File: src/sv/pba_ram.sv
// Generic single-write, single-read RAM with registered read data.
module pba_ram #(
    parameter int unsigned WIDTH = 32,
    parameter int unsigned DEPTH = 128,
    localparam int unsigned AW   = (DEPTH > 1) ? $clog2(DEPTH) : 1
) (
    input  logic             i_clk,
    input  logic             i_we,
    input  logic [AW-1:0]    i_waddr,
    input  logic [WIDTH-1:0] i_wdata,
    input  logic [AW-1:0]    i_raddr,
    output logic [WIDTH-1:0] o_rdata
);

    logic [WIDTH-1:0] r_mem [DEPTH];
    logic [WIDTH-1:0] r_rdata;

    always_ff @(posedge i_clk) begin
        if (i_we) begin
            r_mem[i_waddr] <= i_wdata;
        end
        r_rdata <= r_mem[i_raddr];
    end

    assign o_rdata = r_rdata;

endmodule

File: config.mk
export PLATFORM = sky130hd
export DESIGN_NAME = pba_ram
export DESIGN_NICKNAME = d
export VERILOG_FILES = /design/src/sv/pba_ram.sv
export SDC_FILE = /design/constraint.sdc
export NUM_CORES = 2
export LEC_CHECK = 0
export ABC_AREA = 0
export BUFFER_PORTS_ARGS = -buffer_cell sky130_fd_sc_hd__buf_2
export CAP_MARGIN = 20
export CORE_MARGIN = 5
export CORE_UTILIZATION = 55
export CTS_BUF_LIST = sky130_fd_sc_hd__clkbuf_8 sky130_fd_sc_hd__clkbuf_16
export DETAILED_ROUTE_END_ITERATION = 10
export GPL_ROUTABILITY_DRIVEN = 0
export PLACE_DENSITY = 0.71
export SYNTH_ARGS = -nofsm -noshare
export SYNTH_HDL_FRONTEND = slang
export SYNTH_SLANG_ARGS = --single-unit
File: constraint.sdc
create_clock -name i_clk -period 5.01 [get_ports i_clk]
set_input_delay 0.2505 -clock i_clk [delete_from_list [all_inputs] [get_ports i_clk]]
set_output_delay 0.2505 -clock i_clk [all_outputs]
set_load 0.03 [all_outputs]
==> run_results.csv <==
group,metric,value,unit
status,status,"finished clean",
setup_path,start_kind,"input pin",
detailed_routing,wirelength,406000,um
detailed_routing,wire_per_inst,38.2,um
flow_run,maxCapViolCount,0,
yosys,seq_area_frac_synth,79.1,%
setup_path,end_kind,"register",
setup_path,cp.required,5.57,ns
detailed_routing,drt_iter0_drc,12086,
min_path,min_to,"r_mem[112][30]$_DFFE_PP_",
die,fp.dieW,543,um
yosys,syn_nets,6038,
pwr,power_frac_seq,53.0,%
setup_path,rr_startpoint,"r_mem[87][23]$_DFFE_PP_",
detailed_routing,viasPerCell,6.82,
timing,period_minus_slack,3.10,ns
timing,report.final.slew_viol_count,0,
detailed_routing,antenna_left,0,
yosys,synth_warnings,0,
yosys,ys_ff_latch,4128,
yosys,synth_cells,5990,
setup_path,crit_arrival,3.66,ns
cts,insertion_delay,0.92,ns
cts,h-tree-depth,5,
placed_design,place_hpwl,229000,um
cts,clockBufferDepth,4,
cts,root_buffer,"clkbuf_16",
setup_path,reg2reg_depth,4,
timing,finalHoldViolations,0,
die,coreArea,0.283,sq mm
finish,syn_to_final_growth,13.9,%
global_route,grt_max_degree,129,
global_route,grt_pass1_wl,567000,um
global_route,grt_overflow_total,0,
setup_path,cp_max_fo,19,
detailed_routing,drc_errors,0,
global_route,antenna_found_initial,65,
min_path,min_from,"i_wdata[30]",
timing,fin_crit_sh,61.8,%
timing,fin_setup_tns,0,ns
timing,tightest_slew,1.25,ns
setup_path,max_stage_delay,1.14,ns
yosys,ys_types,17,
placed_design,portBuffers,79,
cts,numCtsBuffers,399,
finish,finalCoreUtilization,63.0,%
timing,worst_clock_skew,0.0648,ns
cts,clock_sinks,4128,
cts,cts_tree,"done",
die,rows,195,
die,ios,80,
pwr,p_per_area,407,mW/mm^2
pwr,intPower,57.1,mW
min_path,whs_path_depth,1,
detailed_routing,vias,72508,
yosys,synthesis.area,0.156,sq mm
global_route,grtUsageTotal,27.7,%
cts,post_cts_buffers,0,
finish,drive_gt1_share,36.6,%
setup_path,path_class,"in -> reg",
yosys,avgSynthCellArea,26.1,sq um
timing,slew_headroom,16.4,%
global_route,grt_pass1_vias,72683,
die,dieArea,0.295,sq mm
timing,max_freq,0.323,GHz
detailed_routing,firstDrtPassIters,5,
timing,setup_viol,0,
pwr,peakVddDrop,0.298,mV
cts,clkTransAtPathRegs,0.06,ns
setup_path,reg2reg_to,"o_rdata[23]$_DFF_P_",
pwr,clock_power_share,41.8,%
pwr,power_switching,15.3,mW
finish,fin_nets,6550,
cts,hold_buffers,27,
setup_path,r2r_slack,2.26,ns
die,initial_core_util,55.3,%
pwr,leakagePower,55.1,nW
timing,grt_setup_unrepaired,"false",
setup_path,cp_cell_sequence,"buf_2 -> nor2_1 -> nand3_1 -> nor2_4 -> buf_4",
pwr,switching_share,21.1,%
min_path,hp-class,"in -> reg",
cts,cts_resized,0,
die,die_h,543,um
pwr,p_comb_share,5.2,%
setup_path,cpMaxStageDelayCell,"nor2_4",
==> worst max path at each step <==
| stage | from | end | slack [ns] | cells past startpoint |
|---|---|---|---|---|
| after CTS | i_waddr[5] | r_mem[31][8]$_DFFE_PP_ | 2.25 | 5 |
| after global placement | i_raddr[0] | o_rdata[9]$_DFF_P_ | 1.31 | 7 |
| final | i_waddr[5] | r_mem[31][8]$_DFFE_PP_ | 1.91 | 5 |
| after floorplan | i_we | r_mem[98][0]$_DFFE_PP_ | 1.52 | 3 |
| after detailed placement | i_raddr[0] | o_rdata[22]$_DFF_P_ | 1.31 | 7 |
| after global routing | i_waddr[5] | r_mem[31][4]$_DFFE_PP_ | 2.02 | 5 |
==> routing by layer <==
layer | vias to the layer above | part of all wire [%] | global-route usage [%]
met5 | - | 0.11 | 0.312
met4 | 26 | 3.9 | 9.66
met3 | 715 | 13 | 6.91
met2 | 5089 | 47 | 42.6
met1 | 39179 | 36 | 39.7
li1 | 27499 | - | -
==> placed cells by master (no fill, tap or decap), types with 41 or more instances in the layout <==
cell type | Yosys | routed
diode_2 | 0 | 60
clkinv_1 | 0 | 65
clkbuf_16 | 0 | 406
bufinv_16 | 0 | 49
inv_1 | 0 | 75
edfxtp_1 | 4096 | 4096
nor2_4 | 0 | 119
buf_2 | 79 | 41
buf_12 | 0 | 58
mux4_2 | 1344 | 1344
clkinv_2 | 0 | 84
buf_4 | 3 | 292
==> power by group through the flow <==
stage          Combinational, mW  Sequential (mW)  Clock [mW]
6_report                    3.78             38.3        30.2
5_1_grt                     3.93             38.3        32.1
4_1_cts                     3.77             38.3        30.5
3_5_place_dp                3.73             39.1           0
3_3_place_gp                3.67             39.0           0
2_1_floorplan               1.84             39.0           0
==> state kept, by name, indices dropped and copies added (netlist names) <==
name     count
r_mem     4096
o_rdata     32
==> critical path, delay by kind of cell <==
family	cells	cell delay [ns]
simple gates	3	2.73
buf+inv	2	0.63
==> cell type report <==
type	instances	area, sq um
multi-input cells	1546	32300
flip-flops and latches	4128	124000
diodes	60	150
clock inverters	308	2830
repair buffers	427	3980
well taps	3743	4680
fillers	17860	105000
clock buffers	422	10400
==> cell families after synthesis <==
family	synth area share, %
flops	79.1
simple gates	0.446
buf+inv	0.839
mux	19.6
==> per-stage QoR <==
| step | total power, mW | setup slack (ns) | instance area [sq um] | std cells | hold WS (ns) |
|---|---|---|---|---|---|
| 3_5_place_dp | 42.8 | 1.31 | 164000 | 9813 | 0.730 |
| 3_3_place_gp | 42.7 | 1.31 | 164000 | 9812 | 0.713 |
| 5_1_grt | 74.3 | 2.02 | 178000 | 10610 | 0.0526 |
| 4_1_cts | 72.6 | 2.25 | 178000 | 10570 | 0.0139 |
| 6_report | 72.3 | 1.91 | 178000 | 10634 | 0.00392 |
| 2_1_floorplan | 40.8 | 1.52 | 156000 | 5990 | 0.349 |
==> cells in the mapped netlist (all sizes together) <==
master / count / area, sq um
buf: 134 / 628
clkbuf: 182 / 683
dfxtp: 32 / 641
edfxtp: 4096 / 123000
mux2: 32 / 360
mux4: 1344 / 30300
nand2: 14 / 52.6
nand2b: 2 / 12.5
nand3: 12 / 60.1
nand4: 3 / 18.8
nor2: 122 / 458
nor2b: 7 / 43.8
nor3: 9 / 45.0
or3: 1 / 6.26
Power figures use the tool's default switching activity.
